File: config.mk
export PLATFORM = sky130hd
export DESIGN_NAME = rgbycc_csc
export DESIGN_NICKNAME = d
export VERILOG_FILES = /design/src/rtl/rgbycc_pkg.sv /design/src/rtl/rgbycc_csc.sv
export SDC_FILE = /design/constraint.sdc
export NUM_CORES = 1
export LEC_CHECK = 0
export ABC_AREA = 1
export BUFFER_PORTS_ARGS = -buffer_cell sky130_fd_sc_hd__buf_2
export CAP_MARGIN = 15
export CORE_UTILIZATION = 57
export DETAILED_ROUTE_END_ITERATION = 16
export GPL_TIMING_DRIVEN = 0
export PLACE_DENSITY = 0.76
export SLEW_MARGIN = 25
export SYNTH_ARGS = -nofsm -noshare
export SYNTH_HDL_FRONTEND = slang
export SYNTH_SLANG_ARGS = --single-unit
File: constraint.sdc
create_clock -name vclk -period 13.4
set_input_delay 2.68 -clock vclk [all_inputs]
set_output_delay 2.68 -clock vclk [all_outputs]
set_load 0.01 [all_outputs]
File: src/rtl/rgbycc_pkg.sv
package rgbycc_pkg;

    localparam int CFG_DATA_W = 12;
    localparam int CFG_IDX_W  = 2;

    localparam logic [CFG_IDX_W-1:0] REG_IMAGE_WIDTH  = 2'd0;
    localparam logic [CFG_IDX_W-1:0] REG_IMAGE_HEIGHT = 2'd1;
    localparam logic [CFG_IDX_W-1:0] REG_LUMA_MAX     = 2'd2;
    localparam logic [CFG_IDX_W-1:0] REG_CHROMA_MAX   = 2'd3;

    localparam logic [11:0] RST_IMAGE_WIDTH  = 12'd640;
    localparam logic [11:0] RST_IMAGE_HEIGHT = 12'd480;
    localparam logic [7:0]  RST_LUMA_MAX     = 8'd235;
    localparam logic [7:0]  RST_CHROMA_MAX   = 8'd240;

    localparam logic [11:0] HEIGHT_LIMIT = 12'd2048;
    localparam int          ROW_W        = 11;

    localparam int COEF_Y_R  = 33;
    localparam int COEF_Y_G  = 65;
    localparam int COEF_Y_B  = 13;
    localparam int COEF_CB_R = -19;
    localparam int COEF_CB_G = -37;
    localparam int COEF_CB_B = 56;
    localparam int COEF_CR_R = 56;
    localparam int COEF_CR_G = -47;
    localparam int COEF_CR_B = -9;
    localparam int FRAC_BITS = 7;

    localparam logic signed [9:0] LUMA_OFFSET   = 10'sd16;
    localparam logic signed [9:0] CHROMA_OFFSET = 10'sd128;
    localparam logic signed [9:0] CLAMP_LOW     = 10'sd16;

    localparam int SUM_W = 9;

    typedef struct packed {
        logic col_odd;
        logic row_odd;
        logic frame_end;
    } pix_pos_t;

endpackage

File: src/rtl/rgbycc_csc.sv
module rgbycc_csc import rgbycc_pkg::*; (
    input  logic [7:0] red,
    input  logic [7:0] green,
    input  logic [7:0] blue,
    input  logic [7:0] luma_max,
    input  logic [7:0] chroma_max,
    output logic [7:0] luma,
    output logic [7:0] cb,
    output logic [7:0] cr
);

    function automatic logic [7:0] clamp_value(input logic signed [9:0] v,
                                               input logic [7:0] hi);
        logic signed [9:0] t;
        begin
            t = v;
            if (t > $signed({2'b00, hi})) begin
                t = $signed({2'b00, hi});
            end
            if (t < CLAMP_LOW) begin
                t = CLAMP_LOW;
            end
            return t[7:0];
        end
    endfunction

    logic [14:0]        y_acc;
    logic signed [16:0] cb_acc;
    logic signed [16:0] cr_acc;
    logic signed [9:0]  y_val;
    logic signed [9:0]  cb_val;
    logic signed [9:0]  cr_val;

    always_comb begin
        y_acc  = 15'(COEF_Y_R * int'(red) + COEF_Y_G * int'(green) + COEF_Y_B * int'(blue));
        cb_acc = 17'(COEF_CB_R * int'(red) + COEF_CB_G * int'(green)
                     + COEF_CB_B * int'(blue));
        cr_acc = 17'(COEF_CR_R * int'(red) + COEF_CR_G * int'(green)
                     + COEF_CR_B * int'(blue));
        y_val  = $signed({2'b00, y_acc[14:FRAC_BITS]}) + LUMA_OFFSET;
        cb_val = 10'(cb_acc >>> FRAC_BITS) + CHROMA_OFFSET;
        cr_val = 10'(cr_acc >>> FRAC_BITS) + CHROMA_OFFSET;
        luma   = clamp_value(y_val, luma_max);
        cb     = clamp_value(cb_val, chroma_max);
        cr     = clamp_value(cr_val, chroma_max);
    end

endmodule

# Word level (Yosys, flattened, before mapping)
# Cells that the tools add are included.
[word_totals]
in_bits = 40
ff_bits = 0
out_inout_bits = 24
elab_cells = 30
[classes]
n_addsub = 9
magnitude_cmp = 6
n_mux = 6
n_mul = 9
[ops]
columns = ["operator", "count"]
rows = [
  ["$add A15 B16 Y17", 2],
  ["$mul A7 B9 Y16 const A", 2],
  ["$mux W8", 3],
  ["$mul A3 B8 Y11 const A", 2],
  ["$add A10 B9 Y10 const B", 2],
  ["$gt A10 B9 Y1", 2],
  ["$lt A10 B6 Y1 const B", 2],
  ["$mux W10", 2],
  ["$add A17 B14 Y17", 1],
  ["$add A17 B15 Y17", 1],
  ["$add A14 B15 Y15", 1],
  ["$add A15 B12 Y15", 1],
  ["$mul A6 B9 Y15 const A", 1],
  ["$mul A7 B8 Y15 const A", 1],
  ["$mul A5 B9 Y14 const A", 1],
  ["$mul A6 B8 Y14 const A", 1],
  ["$mul A4 B8 Y12 const A", 1],
  ["$add A8 B5 Y9 const B", 1],
  ["$gt A9 B8 Y1", 1],
  ["$lt A9 B5 Y1 const B", 1],
  ["$mux W9", 1],
]

# Logic depth before layout (Yosys ltp)
# Gate-level depths: netlist of the first run.
[depth]
word_depth = 8
mapped_depth = 44
mapped_depth_nobuf = 43

# Worst setup path after synthesis of the first run
# Ideal clock, no wire load.
[synth_timing]
path_type = "input port to output port"
startpoint = "in blue[0]"
endpoint = "out cb[0]"
required_ns = 10.720
arrival_time_ns = 9.802
path_buffers = 1
cell_stages = 43
slack_ns = 0.918
cell_sequence = "fa_1 -> ha_1 -> inv_1 -> fa_1 -> xnor2_1 -> ha_1 -> fa_1 -> inv_1 -> fa_1 -> fa_1 -> inv_1 -> fa_1 -> inv_1 -> fa_1 -> inv_1 -> ha_1 -> nand2_1 -> inv_1 -> [... 7 more ...] -> nand2_1 -> xor2_1 -> ha_1 -> xor2_1 -> inv_1 -> nand3_2 -> nand2_4 -> inv_4 -> nand3_2 -> nor2_2 -> nand2_2 -> nand2_4 -> buf_6 -> nand2_1 -> nand2_2 -> nand2_2 -> o21ai_2 -> nor2_1"
[synth_via]
elab_chain_len = 7
[synth_rtl]
columns = ["item", "line", "source"]
rows = [
  ["from (decl)", "rgbycc_csc.sv:4", "input logic [7:0] blue,"],
  ["$mul A3 B8 Y11 *", "rgbycc_csc.sv:37", "+ COEF_CB_B * int'(blue));"],
  ["$add A17 B15 Y17 *", "rgbycc_csc.sv:37", ""],
  ["$add A10 B9 Y10 *", "rgbycc_csc.sv:41", "cb_val = 10'(cb_acc >>> FRAC_BITS) + CHROMA_OFFSET;"],
  ["$gt A10 B9 Y1", "rgbycc_csc.sv:17", "if (t > $signed({2'b00, hi})) begin"],
  ["$mux W10 *", "rgbycc_csc.sv:17", ""],
  ["$lt A10 B6 Y1", "rgbycc_csc.sv:20", "if (t < CLAMP_LOW) begin"],
  ["$mux W8 *", "rgbycc_csc.sv:20", ""],
  ["to (decl)", "rgbycc_csc.sv:8", "output logic [7:0] cb,"],
]
# Every way passes the cells marked *; elsewhere a longest branch is shown, timed or not.

# Final worst setup path of the first run
# Ends and elaborated chain as after synthesis.

==> results.py, run 1 <==
metrics = {
    "timing": {
        "hold_viol": 0,
        "layout_min_cycle_time_ns": 13.00,
        "max-slew-margin-rel": 0.727,
        "maxSlewViolCount": 0,
        "max_freq_ghz": 0.0769,
        "post-route-period-util": 0.970,
        "tightest_slew_ns": 0.410,
        "setup_viol": 0,
        "layout_setup_ws_ns": 0.395,
    },
    "floorplan": {
        "die_w_um": 126,
        "coreArea_um2": 15100,
        "die_area_um2": 16000,
        "start_util": 0.583,
        "pin_count": 64,
        "die-height_um": 126,
        "rows": 45,
    },
    "clocking": {
        "ctsHoldBuffers": 0,
    },
    "synth": {
        "ys_types": 41,
        "synth.largest_area_cell": "fa_1",
        "synth-seq-area-share": 0,
        "yosys-top-cells-count": "inv_1 (332), ha_1 (219), nand2_1 (144), fa_1 (137), nor2_1 (55)",
        "netlist_instances": 1096,
        "yosys.area.top_type_share": 0.311,
        "ys_top_cells_by_area": "fa_1 (31%), ha_1 (31%), inv_1 (14%)",
        "synthesis.area_um2": 8820,
        "syn_area_per_cell_um2": 8.05,
        "yosys_warnings": 0,
        "synth.most_common_cell": "inv_1",
        "synthesis.nets": 1492,
    },
    "route": {
        "post_drt_wl_per_cell_um": 13.5,
        "ant_nets": 0,
        "wl_met2_mm": 9.81,
        "wl_met3_um": 517,
        "drc": 0,
        "routed.top_layer": "met4",
        "viasPerCell": 5.03,
        "drt-met1-wl_mm": 7.74,
        "drtPass1Iterations": 4,
        "routed_wl_mm": 18.4,
        "vias": 6821,
        "drt_iter0_drc": 184,
    },
    "placed_design": {
        "port_buffers": 64,
        "hpwl_mm": 16.7,
        "dp_worst_setup_slack_ns": -0.107,
        "gp_congestion": 0.877,
    },
    "global_routing": {
        "grt_pass1_vias": 6729,
        "grt_usage": 0.237,
        "grt_antenna_before_repair": 0,
        "grt_max_degree": 11,
        "grt_overflow": 0,
        "grt_pass1_wl_mm": 30.4,
    },
    "cells_and_area": {
        "n_sequential_cell": 0,
        "layout-drive-gt1-share": 0.107,
        "regArea_um2": 0,
        "nets": 1565,
        "nClkBuffers": 0,
        "antenna_cells": 0,
        "n_fill_cell": 1322,
        "area_growth_pct": 8.05,
    },
    "critical_path": {
        "cp_max_fo": 7,
        "worstPathRequired_ns": 10.72,
        "cp-end-kind": "output pin",
        "critPathMaxStageDelay_ns": 0.55,
        "path_class": "in -> out",
        "worst_setup_path_start_kind": "primary input",
        "slowest_stage": "fa_1",
        "cp.arrival_ns": 10.32,
    },
    "min_path": {
        "hp-class": "in -> out",
    },
    "run_status": {
        "outcome": "completed",
    },
    "run": {
        "maxCapViolations": 0,
    },
}
-- final timing paths --
check / to / cells past startpoint / from
max: cb[0] / 38 / blue[0]
min: luma[6] / 4 / luma_max[6]
-- cell usage in the layout (no fill, tap or decap), drive strengths merged, types with 3 or more instances in the layout --
| master | netlist | final |
|---|---|---|
| a21o | 3 | 3 |
| a21oi | 52 | 52 |
| buf | 3 | 73 |
| fa | 137 | 137 |
| ha | 219 | 219 |
| inv | 335 | 335 |
| nand2 | 160 | 160 |
| nand3 | 32 | 32 |
| nand4 | 5 | 5 |
| nor2 | 59 | 59 |
| nor3 | 4 | 4 |
| o21ai | 27 | 27 |
| o21bai | 6 | 6 |
| or2 | 4 | 4 |
| xnor2 | 14 | 14 |
| xor2 | 19 | 19 |
-- routing by layer --
| metal | track usage | vias up |
|---|---|---|
| li1 | - | 3475 |
| met1 | 0.292 | 3220 |
| met2 | 0.465 | 108 |
| met3 | 0.0101 | 18 |
| met4 | 0.0333 | 0 |
| met5 | 0 | - |
-- layout make-up --
cell class / count / area (µm²) / area share
inverter: 335 / 1260 / 0.132
timing repair buffer: 71 / 390 / 0.0409
multi-input combinational: 758 / 7620 / 0.799
buffer: 3 / 30.0 / 0.00315
tap: 188 / 235 / 0.0247
-- logic make-up after synthesis --
group                      share of synthesized area
and+or+nand+nor                                0.134
adders and majority gates                      0.621
AOI/OAI and AO/OA                             0.0654
buffers and inverters                          0.146
xor gates and xnor gates                      0.0328
-- stage by stage --
stage               instance area (µm²)  cells  TNS, ns   util  hold WS [ns]
global route                       9540   1355  -0.0382  0.630          5.69
CTS                                9390   1348        0  0.620          5.68
detailed placement                 9380   1348   -0.487  0.619          5.67
finish                             9540   1355        0  0.630          5.67
global placement                   9380   1348        0  0.619          5.67
floorplan                          8820   1096        0      -          5.50
-- repair_timing --
item / CTS / global route
endpoints found under the setup margin: 5 / 8
pin swaps: 0 / 16
buffers inserted: 0 / 7
resized for setup: 2 / 17
-- worst max-delay path, delay by kind of cell --
kind	cells	cell delay [ns]
AO/OA/AOI/OAI	4	0.99
AND/OR/NAND/NOR	10	0.78
XOR/XNOR	2	0.36
adder cells (fa/ha/maj)	11	4.47
buffers and inverters	11	1.03
Power of run 1 is left out: the tool's default activity adds up to more than one toggle a clock period on the data nets, which glitch-free logic cannot reach.
==> run 2: changes to the inputs <==
RECOVER_POWER = 50   (was default)
==> results.py, run 2 (synthesis results as in run 1) <==
metrics = {
    "cells_and_area": {
        "nClkBuffers": 0,
        "regArea_um2": 0,
        "final_cells": 1355,
        "n_sequential_cell": 0,
        "area_growth_pct": 7.90,
        "layout_commonest_cell": "inv_1",
        "antenna_cells": 0,
        "n_fill_cell": 1328,
        "nets": 1565,
        "multi_input_area_um2": 7620,
        "fin_util": 0.629,
        "layout-drive-gt1-share": 0.100,
        "final_cell_mix": "inv_1 (331), ha_1 (215), nand2_1 (143)",
    },
    "min_path": {
        "hp-class": "in -> out",
    },
    "route": {
        "routed_wl_mm": 18.4,
        "vias": 6820,
        "viasPerCell": 5.03,
        "drtPass1Iterations": 4,
        "drt_iter0_drc": 199,
        "ant_nets": 0,
        "drc": 0,
        "post_drt_wl_per_cell_um": 13.5,
    },
    "timing": {
        "max_freq_ghz": 0.0768,
        "layout_min_cycle_time_ns": 13.01,
        "max-slew-margin-rel": 0.520,
        "hold_viol": 0,
        "holdWs_ns": 5.67,
        "maxSlewViolCount": 0,
        "setup_viol": 0,
        "post-route-period-util": 0.971,
        "tightest_slew_ns": 0.720,
    },
    "floorplan": {
        "die_w_um": 126,
        "pin_count": 64,
        "rows": 45,
        "die-height_um": 126,
        "coreArea_um2": 15100,
        "start_util": 0.583,
        "die_area_um2": 16000,
    },
    "run": {
        "maxCapViolations": 0,
    },
    "global_routing": {
        "grt_usage": 0.237,
        "grt_pass1_vias": 6729,
        "grt_antenna_before_repair": 0,
        "grt_max_degree": 11,
        "grt_overflow": 0,
        "grt_pass1_wl_mm": 30.4,
    },
    "critical_path": {
        "cp_max_fo": 7,
        "cp-end-kind": "output pin",
        "worst_setup_path_start_kind": "primary input",
        "worstPathRequired_ns": 10.72,
        "path_class": "in -> out",
        "cp.arrival_ns": 10.33,
        "slowest_stage": "fa_1",
        "critPathMaxStageDelay_ns": 0.55,
    },
    "placed_design": {
        "hpwl_mm": 16.7,
        "dp.cells": 1348,
        "gp_congestion": 0.877,
        "port_buffers": 64,
    },
    "clocking": {
        "ctsHoldBuffers": 0,
    },
    "run_status": {
        "outcome": "completed",
    },
}
-- run 2: cell count changes in the layout (fill, tap and decap cells not counted) --
cell	before	now
nor2_2	3	2
clkbuf_1	0	7
buf_2	62	56
nor2_1	55	56
buf_4	8	7
-- run 2: metrics by stage --
stage / area (µm²) / TNS [ns] / setup slack, ns
after global routing: 9520 / -0.0385 / -0.0225
after floorplan: 8820 / 0 / 0.918
after global placement: 9380 / 0 / 0.0382
after CTS: 9390 / 0 / 0.00764
final: 9520 / 0 / 0.387
after detailed placement: 9380 / -0.487 / -0.107
-- run 2: area by class of cell --
type | count | share of cell area
multi-input cells | 758 | 0.800
plain buffers | 3 | 0.00276
well taps | 188 | 0.0247
repair buffers | 71 | 0.0402
inverters | 335 | 0.132
-- run 2: worst paths after layout --
kind / slack, ns / depth (start not counted) / startpoint / end
min: 5.67 / 4 / luma_max[6] / luma[6]
max: 0.39 / 38 / blue[0] / cb[0]
-- run 2: timing repair --
| item | CTS | global route |
|---|---|---|
| hold endpoints to repair | 0 | 0 |
| endpoints found under the setup margin | 5 | 8 |
| setup buffers | 0 | 7 |
| pin swaps | 0 | 16 |
| resized for setup | 2 | 17 |
-- run 2: critical path: cells and delay by family --
kind	cells	cell delay (ns)
XOR/XNOR	2	0.36
AO/OA/AOI/OAI	4	0.99
buffers and inverters	11	1.03
AND/OR/NAND/NOR	10	0.78
adder cells (fa/ha/maj)	11	4.47
-- run 2: layer usage --
metal  GRT usage  vias to the layer above  routed length [µm]  part of all wire
li1            -                     3474                   -                 -
met1       0.292                     3223                7710              0.42
met2       0.465                      105                9810              0.53
met3      0.0101                       18                 548             0.030
met4      0.0333                        0                 294             0.016
met5           0                        -                   0                 0
Power of run 2 is left out for the same reason.
